[src/rtl/assert_macros.svh]
// Assertion macros used by the RTL of the fraction reduction block.
`ifndef ASSERT_MACROS_SVH
`define ASSERT_MACROS_SVH

// A property that must hold at every rising edge of clk outside reset.
`define FRA_ASSERT(label, clk, rst, prop, msg) \
   label: assert property (@(posedge clk) disable iff (rst) (prop)) else $error(msg);

// A condition that must never be seen at a rising edge of clk outside reset.
`define FRA_ASSERT_NEVER(label, clk, rst, cond, msg) \
   label: assert property (@(posedge clk) disable iff (rst) !(cond)) else $error(msg);

`endif

[src/rtl/fra_pkg.sv]
// Package with the types shared by the fraction reduction block.
package fra_pkg;

   typedef enum logic [1:0] {
      MODE_ADD = 2'd0,
      MODE_SUB = 2'd1,
      MODE_MUL = 2'd2,
      MODE_DIV = 2'd3
   } fra_mode_type;

   typedef enum logic [3:0] {
      ST_IDLE,
      ST_MUL0,
      ST_MUL1,
      ST_MUL2,
      ST_SETUP,
      ST_GCD,
      ST_DIVN,
      ST_DIVD,
      ST_FINISH
   } fra_state_type;

endpackage

[src/rtl/fra_mul.sv]
// Shared signed multiplier with a registered product.
module fra_mul #(
   parameter int OPERAND_WIDTH = 16
) (
   input  logic                              clock,
   input  logic                              enable,
   input  logic signed [OPERAND_WIDTH-1:0]   op_a,
   input  logic signed [OPERAND_WIDTH-1:0]   op_b,
   output logic signed [2*OPERAND_WIDTH-1:0] product
);

   logic signed [2*OPERAND_WIDTH-1:0] product_ff;
   logic signed [2*OPERAND_WIDTH-1:0] product_in;

   assign product_in = op_a * op_b;

   always_ff @(posedge clock) begin
      if (enable) begin
         product_ff <= product_in;
      end
   end

   assign product = product_ff;

endmodule

[src/rtl/fraction_arith_reduce.sv]
// Sequence: cross products on the shared multiplier, binary GCD steps, two restoring
// divisions (numerator, then denominator, both by the GCD) and an output step.
// One item at a time: a new transfer can be taken in the cycle after each result is loaded;
// the binary GCD loop and the restoring divider share one subtractor.
// A zero divisor skips both loops: the sequence goes from setup straight to the output step.
// Reset (synchronous, active high) returns the sequencer to idle and drops rsp_valid.
module fraction_arith_reduce #(
   parameter int OPERAND_WIDTH = 16
) (
   input  logic                              clock,
   input  logic                              reset,
   input  logic                              req_valid,
   output logic                              req_ready,
   input  logic [1:0]                        req_mode,
   input  logic signed [OPERAND_WIDTH-1:0]   req_left_numerator,
   input  logic signed [OPERAND_WIDTH-1:0]   req_left_denominator,
   input  logic signed [OPERAND_WIDTH-1:0]   req_right_numerator,
   input  logic signed [OPERAND_WIDTH-1:0]   req_right_denominator,
   output logic                              rsp_valid,
   input  logic                              rsp_ready,
   output logic signed [2*OPERAND_WIDTH:0]   rsp_result_numerator,
   output logic signed [2*OPERAND_WIDTH-1:0] rsp_result_denominator,
   output logic                              rsp_zero_divisor
);

`include "assert_macros.svh"

   // Product width, and the magnitude width used by the GCD and divider loops.
   localparam int PW = 2 * OPERAND_WIDTH;
   localparam int MW = 2 * OPERAND_WIDTH + 1;
   localparam int KW = $clog2(MW + 1);
   localparam int CW = $clog2(MW + 1);

   fra_pkg::fra_state_type state_ff, state_in;

   // Captured operands of the current transfer.
   fra_pkg::fra_mode_type            mode_ff, mode_in;
   logic signed [OPERAND_WIDTH-1:0]  ln_ff, ln_in, ld_ff, ld_in;
   logic signed [OPERAND_WIDTH-1:0]  rn_ff, rn_in, rd_ff, rd_in;

   // Raw results of the cross products.
   logic [PW-1:0] t0_ff, t0_in;
   logic [MW-1:0] num_ff, num_in;
   logic [PW-1:0] den_ff, den_in;
   logic          zero_ff, zero_in;

   // Binary GCD state: two magnitudes and the count of shared factors of two.
   logic [MW-1:0] ga_ff, ga_in, gb_ff, gb_in;
   logic [KW-1:0] k_ff, k_in;
   logic [MW-1:0] g_ff, g_in;

   // Restoring divider state.
   logic [MW-1:0] rem_ff, rem_in, dq_ff, dq_in, qn_ff, qn_in;
   logic [CW-1:0] cnt_ff, cnt_in;

   // Output register.
   logic          rsp_valid_ff, rsp_valid_in;
   logic [MW-1:0] out_num_ff, out_num_in;
   logic [PW-1:0] out_den_ff, out_den_in;
   logic          out_zero_ff, out_zero_in;

   // Shared multiplier and shared subtractor.
   logic                            mul_en;
   logic signed [OPERAND_WIDTH-1:0] mul_a, mul_b;
   logic signed [PW-1:0]            product;
   logic [MW:0]                     sub_x, sub_y, sub_diff;
   logic                            sub_ge;

   logic [MW-1:0] mag_n, mag_d, mag_p;
   logic [MW:0]   div_shift;
   logic          div_last, out_free;

   fra_mul #(
      .OPERAND_WIDTH(OPERAND_WIDTH)
   ) u_mul (
      .clock  (clock),
      .enable (mul_en),
      .op_a   (mul_a),
      .op_b   (mul_b),
      .product(product)
   );

   assign sub_diff = sub_x - sub_y;
   assign sub_ge   = ~sub_diff[MW];

   // Magnitudes of the raw numerator, the stored denominator and the fresh product.
   assign mag_n = num_ff[MW-1] ? (~num_ff + MW'(1)) : num_ff;
   assign mag_d = {1'b0, (den_ff[PW-1] ? (~den_ff + PW'(1)) : den_ff)};
   assign mag_p = {1'b0, (product[PW-1] ? (~product + PW'(1)) : product)};

   assign div_shift = {rem_ff, dq_ff[MW-1]};
   assign div_last  = (cnt_ff == CW'(MW - 1));
   assign out_free  = ~rsp_valid_ff | rsp_ready;

   assign req_ready              = (state_ff == fra_pkg::ST_IDLE);
   assign rsp_valid              = rsp_valid_ff;
   assign rsp_result_numerator   = out_num_ff;
   assign rsp_result_denominator = out_den_ff;
   assign rsp_zero_divisor       = out_zero_ff;

   // Next state.
   always_comb begin
      state_in = state_ff;
      unique case (state_ff)
         fra_pkg::ST_IDLE: begin
            if (req_valid) begin
               state_in = fra_pkg::ST_MUL0;
            end
         end
         fra_pkg::ST_MUL0:  state_in = fra_pkg::ST_MUL1;
         fra_pkg::ST_MUL1:  state_in = fra_pkg::ST_MUL2;
         fra_pkg::ST_MUL2:  state_in = fra_pkg::ST_SETUP;
         fra_pkg::ST_SETUP: begin
            state_in = (product == '0) ? fra_pkg::ST_FINISH : fra_pkg::ST_GCD;
         end
         fra_pkg::ST_GCD: begin
            if (ga_ff == '0) begin
               state_in = fra_pkg::ST_DIVN;
            end
         end
         fra_pkg::ST_DIVN: begin
            if (div_last) begin
               state_in = fra_pkg::ST_DIVD;
            end
         end
         fra_pkg::ST_DIVD: begin
            if (div_last) begin
               state_in = fra_pkg::ST_FINISH;
            end
         end
         fra_pkg::ST_FINISH: begin
            if (out_free) begin
               state_in = fra_pkg::ST_IDLE;
            end
         end
         default: state_in = fra_pkg::ST_IDLE;
      endcase
   end

   // Datapath controls and register next values.
   always_comb begin
      mode_in      = mode_ff;
      ln_in        = ln_ff;
      ld_in        = ld_ff;
      rn_in        = rn_ff;
      rd_in        = rd_ff;
      t0_in        = t0_ff;
      num_in       = num_ff;
      den_in       = den_ff;
      zero_in      = zero_ff;
      ga_in        = ga_ff;
      gb_in        = gb_ff;
      k_in         = k_ff;
      g_in         = g_ff;
      rem_in       = rem_ff;
      dq_in        = dq_ff;
      qn_in        = qn_ff;
      cnt_in       = cnt_ff;
      out_num_in   = out_num_ff;
      out_den_in   = out_den_ff;
      out_zero_in  = out_zero_ff;
      rsp_valid_in = rsp_valid_ff & ~rsp_ready;
      mul_en       = 1'b0;
      mul_a        = ln_ff;
      mul_b        = rd_ff;
      sub_x        = {1'b0, ga_ff};
      sub_y        = {1'b0, gb_ff};

      unique case (state_ff)
         fra_pkg::ST_IDLE: begin
            if (req_valid) begin
               mode_in = fra_pkg::fra_mode_type'(req_mode);
               ln_in   = req_left_numerator;
               ld_in   = req_left_denominator;
               rn_in   = req_right_numerator;
               rd_in   = req_right_denominator;
            end
         end
         fra_pkg::ST_MUL0: begin
            // First product: ln*rn for multiply, ln*rd otherwise.
            mul_en = 1'b1;
            mul_a  = ln_ff;
            mul_b  = (mode_ff == fra_pkg::MODE_MUL) ? rn_ff : rd_ff;
         end
         fra_pkg::ST_MUL1: begin
            mul_en = 1'b1;
            mul_a  = rn_ff;
            mul_b  = ld_ff;
            t0_in  = product;
         end
         fra_pkg::ST_MUL2: begin
            // Last product is the raw denominator; the numerator is formed meanwhile.
            mul_en = 1'b1;
            mul_a  = ld_ff;
            mul_b  = (mode_ff == fra_pkg::MODE_DIV) ? rn_ff : rd_ff;
            case (mode_ff)
               fra_pkg::MODE_ADD: num_in = {t0_ff[PW-1], t0_ff} + {product[PW-1], product};
               fra_pkg::MODE_SUB: num_in = {t0_ff[PW-1], t0_ff} - {product[PW-1], product};
               default:           num_in = {t0_ff[PW-1], t0_ff};
            endcase
         end
         fra_pkg::ST_SETUP: begin
            den_in  = product;
            zero_in = (product == '0);
            ga_in   = mag_n;
            gb_in   = mag_p;
            k_in    = '0;
         end
         fra_pkg::ST_GCD: begin
            if (ga_ff == '0) begin
               g_in   = gb_ff << k_ff;
               rem_in = '0;
               dq_in  = mag_n;
               cnt_in = '0;
            end else if (~ga_ff[0] & ~gb_ff[0]) begin
               ga_in = ga_ff >> 1;
               gb_in = gb_ff >> 1;
               k_in  = k_ff + KW'(1);
            end else if (~ga_ff[0]) begin
               ga_in = ga_ff >> 1;
            end else if (~gb_ff[0]) begin
               gb_in = gb_ff >> 1;
            end else if (sub_ge) begin
               ga_in = sub_diff[MW-1:0];
            end else begin
               // Keep the larger value in ga so the next step can subtract.
               ga_in = gb_ff;
               gb_in = ga_ff;
            end
         end
         fra_pkg::ST_DIVN, fra_pkg::ST_DIVD: begin
            sub_x  = div_shift;
            sub_y  = {1'b0, g_ff};
            rem_in = sub_ge ? sub_diff[MW-1:0] : div_shift[MW-1:0];
            dq_in  = {dq_ff[MW-2:0], sub_ge};
            cnt_in = cnt_ff + CW'(1);
            if (div_last && (state_ff == fra_pkg::ST_DIVN)) begin
               qn_in  = {dq_ff[MW-2:0], sub_ge};
               rem_in = '0;
               dq_in  = mag_d;
               cnt_in = '0;
            end
         end
         fra_pkg::ST_FINISH: begin
            if (out_free) begin
               rsp_valid_in = 1'b1;
               out_zero_in  = zero_ff;
               if (zero_ff) begin
                  out_num_in = '0;
                  out_den_in = '0;
               end else begin
                  // Both quotients take the sign of their raw value.
                  out_num_in = num_ff[MW-1] ? (~qn_ff + MW'(1)) : qn_ff;
                  out_den_in = den_ff[PW-1] ? (~dq_ff[PW-1:0] + PW'(1)) : dq_ff[PW-1:0];
               end
            end
         end
         default: begin
         end
      endcase
   end

   always_ff @(posedge clock) begin
      if (reset) begin
         state_ff     <= fra_pkg::ST_IDLE;
         rsp_valid_ff <= 1'b0;
      end else begin
         state_ff     <= state_in;
         rsp_valid_ff <= rsp_valid_in;
      end
   end

   always_ff @(posedge clock) begin
      mode_ff     <= mode_in;
      ln_ff       <= ln_in;
      ld_ff       <= ld_in;
      rn_ff       <= rn_in;
      rd_ff       <= rd_in;
      t0_ff       <= t0_in;
      num_ff      <= num_in;
      den_ff      <= den_in;
      zero_ff     <= zero_in;
      ga_ff       <= ga_in;
      gb_ff       <= gb_in;
      k_ff        <= k_in;
      g_ff        <= g_in;
      rem_ff      <= rem_in;
      dq_ff       <= dq_in;
      qn_ff       <= qn_in;
      cnt_ff      <= cnt_in;
      out_num_ff  <= out_num_in;
      out_den_ff  <= out_den_in;
      out_zero_ff <= out_zero_in;
   end

   // A transfer in starts the sequence, so the block stops taking items at once.
   `FRA_ASSERT(a_busy_after_accept, clock, reset, req_valid && req_ready |=> !req_ready, "ready stayed high after a transfer")
   // A zero divisor result carries zero fields.
   `FRA_ASSERT(a_zero_fields, clock, reset, rsp_valid && rsp_zero_divisor |-> rsp_result_numerator == '0 && rsp_result_denominator == '0, "zero divisor result has nonzero fields")
   // A regular result never has a zero denominator.
   `FRA_ASSERT_NEVER(a_den_nonzero, clock, reset, rsp_valid && !rsp_zero_divisor && rsp_result_denominator == '0, "reduced denominator is zero")
   // The divider remainder stays below the divisor throughout both divisions.
   `FRA_ASSERT(a_rem_below_g, clock, reset, (state_ff == fra_pkg::ST_DIVN || state_ff == fra_pkg::ST_DIVD) |-> rem_ff < g_ff, "divider remainder not below the divisor")

endmodule
[config.mk]
export PLATFORM = sky130hd
export DESIGN_NAME = fraction_arith_reduce
export DESIGN_NICKNAME = d
export VERILOG_FILES = /design/src/rtl/fra_pkg.sv /design/src/rtl/fra_mul.sv /design/src/rtl/fraction_arith_reduce.sv
export VERILOG_INCLUDE_DIRS = /design/src /design/src/rtl
export SDC_FILE = /design/constraint.sdc
export NUM_CORES = 2
export LEC_CHECK = 0
export ABC_AREA = 1
export ABC_CLOCK_PERIOD_IN_PS = 18500
export BUFFER_PORTS_ARGS = -buffer_cell sky130_fd_sc_hd__buf_2
export CORE_ASPECT_RATIO = 1.2
export CORE_MARGIN = 1
export CORE_UTILIZATION = 53
export DETAILED_ROUTE_END_ITERATION = 8
export PLACE_DENSITY_LB_ADDON = 0.15
export SLEW_MARGIN = 20
export SYNTH_ARGS = -nofsm -noshare
export SYNTH_HDL_FRONTEND = slang
export SYNTH_SLANG_ARGS = --single-unit
[constraint.sdc]
create_clock -name clock -period 18.5 [get_ports clock]
set_input_delay 5.55 -clock clock [delete_from_list [all_inputs] [get_ports clock]]
set_output_delay 5.55 -clock clock [all_outputs]
set_load 0.005 [all_outputs]
Word-level counts from Yosys, hierarchy flattened
Cells that the tools add are included.

Reduce and logical (&&, ||, !) cells: 20. Shift operators: 1. Mux-type cells: 47. Multiply operators: 1. Equality and inequality tests: 22. Add/subtract/negate cells: 10. Bitwise operators: 13.

Operators with widths (number): $mux 33 (18); $pmux 33 s2 (5); $mux 32 (3); $not 32->32 (3); $add 33x1->33 const B (2); $not 33->33 (2); $add 32x1->32 const B (2); $pmux 16 s3 (1); $pmux 4 s9 (1); $mux 34 (1); $sub 34x34->34 (1); $add 32x32->33 (1); $logic_not 33->1 (1); $shl 33x6->33 (1); $sub 32x32->33 (1); $add 32x2->32 const B (1); $logic_not 32->1 (1); $mul 16x16->32 (1); $mux 16 (2); $pmux 16 s2 (1); $mux 4 (6); $mux 6 (4); $pmux 6 s2 (2); $eq 4x3->1 const B (4); 24 further kinds (49).

Word-level logic and storage cells: 139. Input port bits: 70. Register bits after elaboration: 477. Output and inout port bits: 68.

Depth between registers and ports, before layout
Depth in word-level cells: 10. Mapped depth: 34.

Cells and area by module
From an unflattened synthesis, not the netlist that was laid out.

Cell total of the unflattened synthesis: 5248. Area, all modules: 40846.7 um^2.

Modules (own cells, without submodules): fraction_arith_reduce (cells an instance 3699, area each 28925.2 um^2, times used 1); fra_mul (cells an instance 1549, area each 11921.4 um^2, times used 1).

Least setup slack after synthesis
OpenSTA, ideal clock, no wires.

Path type: input-to-reg. Start: input port rsp_ready. End: register out_den_ff[0] (netlist: rsp_result_denominator[0]) (enable). Stages: 2. Data arrival time: 8.817 ns. Slack: 9.171 ns. Data required time: 17.988 ns. Cell sequence: inv_1 -> a21oi_1.

Longest elaborated chain between the ends: 2.

RTL lines: start, declared (RTL line fraction_arith_reduce.sv:20) `input logic rsp_ready,`; $or 1x1->1 (RTL line fraction_arith_reduce.sv:93) `assign out_free = ~rsp_valid_ff | rsp_ready;`; $reduce_and 2->1 (no source line); end signal, assigned (RTL line fraction_arith_reduce.sv:292) `out_den_ff <= out_den_in;`; end, declared (RTL line fraction_arith_reduce.sv:59) `logic [PW-1:0] out_den_ff, out_den_in;`.

No other way between the ends. A chain may end at the register's enable or synchronous reset.

Worst setup path in the final report
Start: register mode_ff[1]. End: register u_mul.product_ff[27] (netlist: u_mul.product[27]) (data pin).

Longest elaborated chain between the ends: 4.

RTL lines: start, declared (RTL line fraction_arith_reduce.sv:37) `fra_pkg::fra_mode_type mode_ff, mode_in;`; start signal, assigned (RTL line fraction_arith_reduce.sv:274) `mode_ff <= mode_in;`; $eq 2x2->1, on equally long branches (RTL line fraction_arith_reduce.sv:195, fraction_arith_reduce.sv:183); $mux 16, on equally long branches (RTL line fraction_arith_reduce.sv:195, fraction_arith_reduce.sv:183); $pmux 16 s3 * (RTL line fraction_arith_reduce.sv:169) `unique case (state_ff)`; $mul 16x16->32 * (RTL line fra_mul.sv:15) `assign product_in = op_a * op_b;`; via u_mul.product_in[27] (RTL line fra_mul.sv:13) `logic signed [2*OPERAND_WIDTH-1:0] product_in;`; end signal, assigned (RTL line fra_mul.sv:19) `product_ff <= product_in;`; end, declared (RTL line fra_mul.sv:12) `logic signed [2*OPERAND_WIDTH-1:0] product_ff;`.

The timed path passes the listed nets; every way through them passes the cells marked *.

==> run metrics <==
All-Layer GR Usage=34.3%; RSZ-0062 raised after global routing=false; Post CTS Setup Buffer Count=0; sequential area share after synthesis=35.9%; largest family of logic cells by synthesized area=simple AND/OR/NAND/NOR gates; Final Hold Fails=0; DRC errors left=0; IO Pins=138; startpoint types=register; total overflow reported by the global router=0; gpl congestion=1.03; Synth Register Bits=477; via count=34.1k; mux contribution to synthesized area=0.202%; # resized after CTS=0; Post-synth EDFFs=472; Post-Place Cell Area=41400 sq um; Port-buffer cells=137; Commonest cells post-synth=1129 x nand2_1, 747 x inv_1, 537 x nor2_1; clk_lat worst skew=660 ps; fin area=43200 sq um; post-synth top area cell=edfxtp_1; Final setup viols=0; DR iter-0 viols=2957; Endpoint, Worst Hold=state_ff[2]; Synth Area in Compound Gates=12.6%; full die area=76100 sq um; Ys Warns=0; Clock Sinks=477; Area Overhead vs Synth=8.64%; Hold Path Depth=2; global-route wire length before repair=196 mm; RR Startpoint=mode_ff[1]; slowest cell delay on critical path=1190 ps; Rows=109; post-synth net total=5387; Netlist Area Pre-Place=39700 sq um; Root Buffer=clkbuf_16; slowest library cell on the worst path=a221oi_2; vias per cell=5.65; Clock Tree Buf Depth=3; status=complete, no violations; layout cells sized above 1=7.68%; drt pass-1 iters=8; Most used DFF post-synth=edfxtp_1; CTS clk-pin slew, worst paths=60 ps; Worst R2R Setup Slack=10120 ps; post-synthesis cell type count=54; period utilization=45.3%; Cells after DPL=5926; Area contributors post-synth=edfxtp_1 36%, fa_1 13%, nand2_1 11%; Hold Crit Start=state_ff[2]; Worst Reg2Reg Path Length in Cells=28; max-slew violations=0; count leader, synth=nand2_1; Achievable Freq=119 MHz; vias in the first global route=33.5k; slew margin rel.=20.9%; Synth Area in Simple Gates=21.8%; delay-heaviest family, CP=adder cells; die width=252 microns; Mapped Cells=4897; hold_buf cts=0; # H-tree levels=2; Worst Setup End Kind=register; largest net degree at the start of global routing=76; syn avg cell area=8.11 sq um; worst hold path class=register to register; final WL=129 mm; Crit Reg-Reg Endpoint=u_mul.product[27]; total CTS buffers=52; Antenna Violating Nets Remaining=0; post-DP HPWL=103 mm; post-synth top area share=35.7%; critical path peak fanout=39; drt wl/cell=21.5 microns; Initial Util=53.7%; CP bufs+invs=8; final worst-path setup slack=10120 ps; max_cap viols=0; total negative slack=0 ps; kind of critical path=register to register; Worst Tran Pin Value=1190 ps; Die Ht=302 microns; CTS tree=done; CORE AREA=73900 sq um; worst slack, placed=10270 ps; Adder-Cell Fraction of Synth Area=18.2%; post-layout minimum cycle time=8380 ps; antenna violations before repair=2; Final #Nets=5472; Layout Cells excl Fill=6024; Worst Path Required=18860 ps; Clock Skews=55.8 ps; Post-Synth XOR/XNOR Area=2.23%; ys async rst share=0%; worst path arrival time=8740 ps
[sequential cells by signal, indices dropped and copies added (netlist names), 32 cells and up]
signal and count:
dq_ff 33, g_ff 33, qn_ff 33, rsp_result_denominator 32, t0_ff 32, rem_ff 33, num_ff 33, ga_ff 33
u_mul.product 32, gb_ff 33, rsp_result_numerator 33, den_ff 32
[routing by layer]
metal / part of all wire [%] / GRT usage [%]
met1: 37 / 39.6
met2: 49 / 60.1
met3: 6.0 / 4.10
met4: 7.7 / 23.1
met5: 0.010 / 0
[worst register-to-register path, delay by kind of cell (launching register included)]
| family | cells | cell delay (ps) |
|---|---|---|
| adders and majority gates | 7 | 3170 |
| and+or+nand+nor | 9 | 1940 |
| AOI/OAI and AO/OA | 3 | 1460 |
| buffers and inverters | 8 | 1080 |
| DFF | 1 | 320 |
| xor gates and xnor gates | 1 | 120 |
[cell usage in the layout, fill, tap and decap left out, drive strengths merged, types with 46 or more instances in the layout]
cell type  count
or2           47
o21ai        417
xor2          62
fa           264
nand3        221
buf          186
a21oi        256
inv          770
nand2       1131
nand4         46
edfxtp       472
nor3          73
clkbuf        62
nor2         542
ha           156
[how the worst max path moves through the flow]
stage / startpoint / to / slack [ps] / cells past startpoint
3_5_place_dp: mode_ff[1] / u_mul.product[27] / 10270 / 28
6_report: mode_ff[1] / u_mul.product[27] / 10120 / 28
4_1_cts: mode_ff[1] / u_mul.product[27] / 10180 / 28
5_1_grt: mode_ff[1] / u_mul.product[27] / 9730 / 28
3_3_place_gp: state_ff[3] / u_mul.product[27] / 10290 / 27
2_1_floorplan: rsp_ready / rsp_result_denominator[0] / 9170 / 2
[kinds of logic (layout without fill, tap and decap cells)]
kind of cell / Yosys count / after routing
AO/OA/AOI/OAI: 857 / 857
adder cells (fa/ha/maj): 420 / 420
multiplexers: 8 / 8
flip-flops: 477 / 477
XOR/XNOR: 101 / 101
buffers and inverters: 931 / 1058
other: 0 / 1
AND/OR/NAND/NOR: 2103 / 2103
[final cells by class]
type,count,area (sq um)
Tap cell,999,1250
Timing Repair Buffer,186,1070
Antenna cell,1,2.50
Clock inverter,34,289
Clock buffer,62,1400
Fill cell,6960,30800
Sequential cell,477,14300
Multi-Input combinational cell,3489,22000
Inverter,776,2910
[per-stage QoR]
stage	hold WS, ps	util [%]
after floorplan	426	-
after global placement	457	56.1
after global routing	487	58.4
after detailed placement	459	56.1
after CTS	476	58.3
final	480	58.4
Power is left out: the tool's default activity adds up to more than one toggle a clock period on the data nets, which glitch-free logic cannot reach.
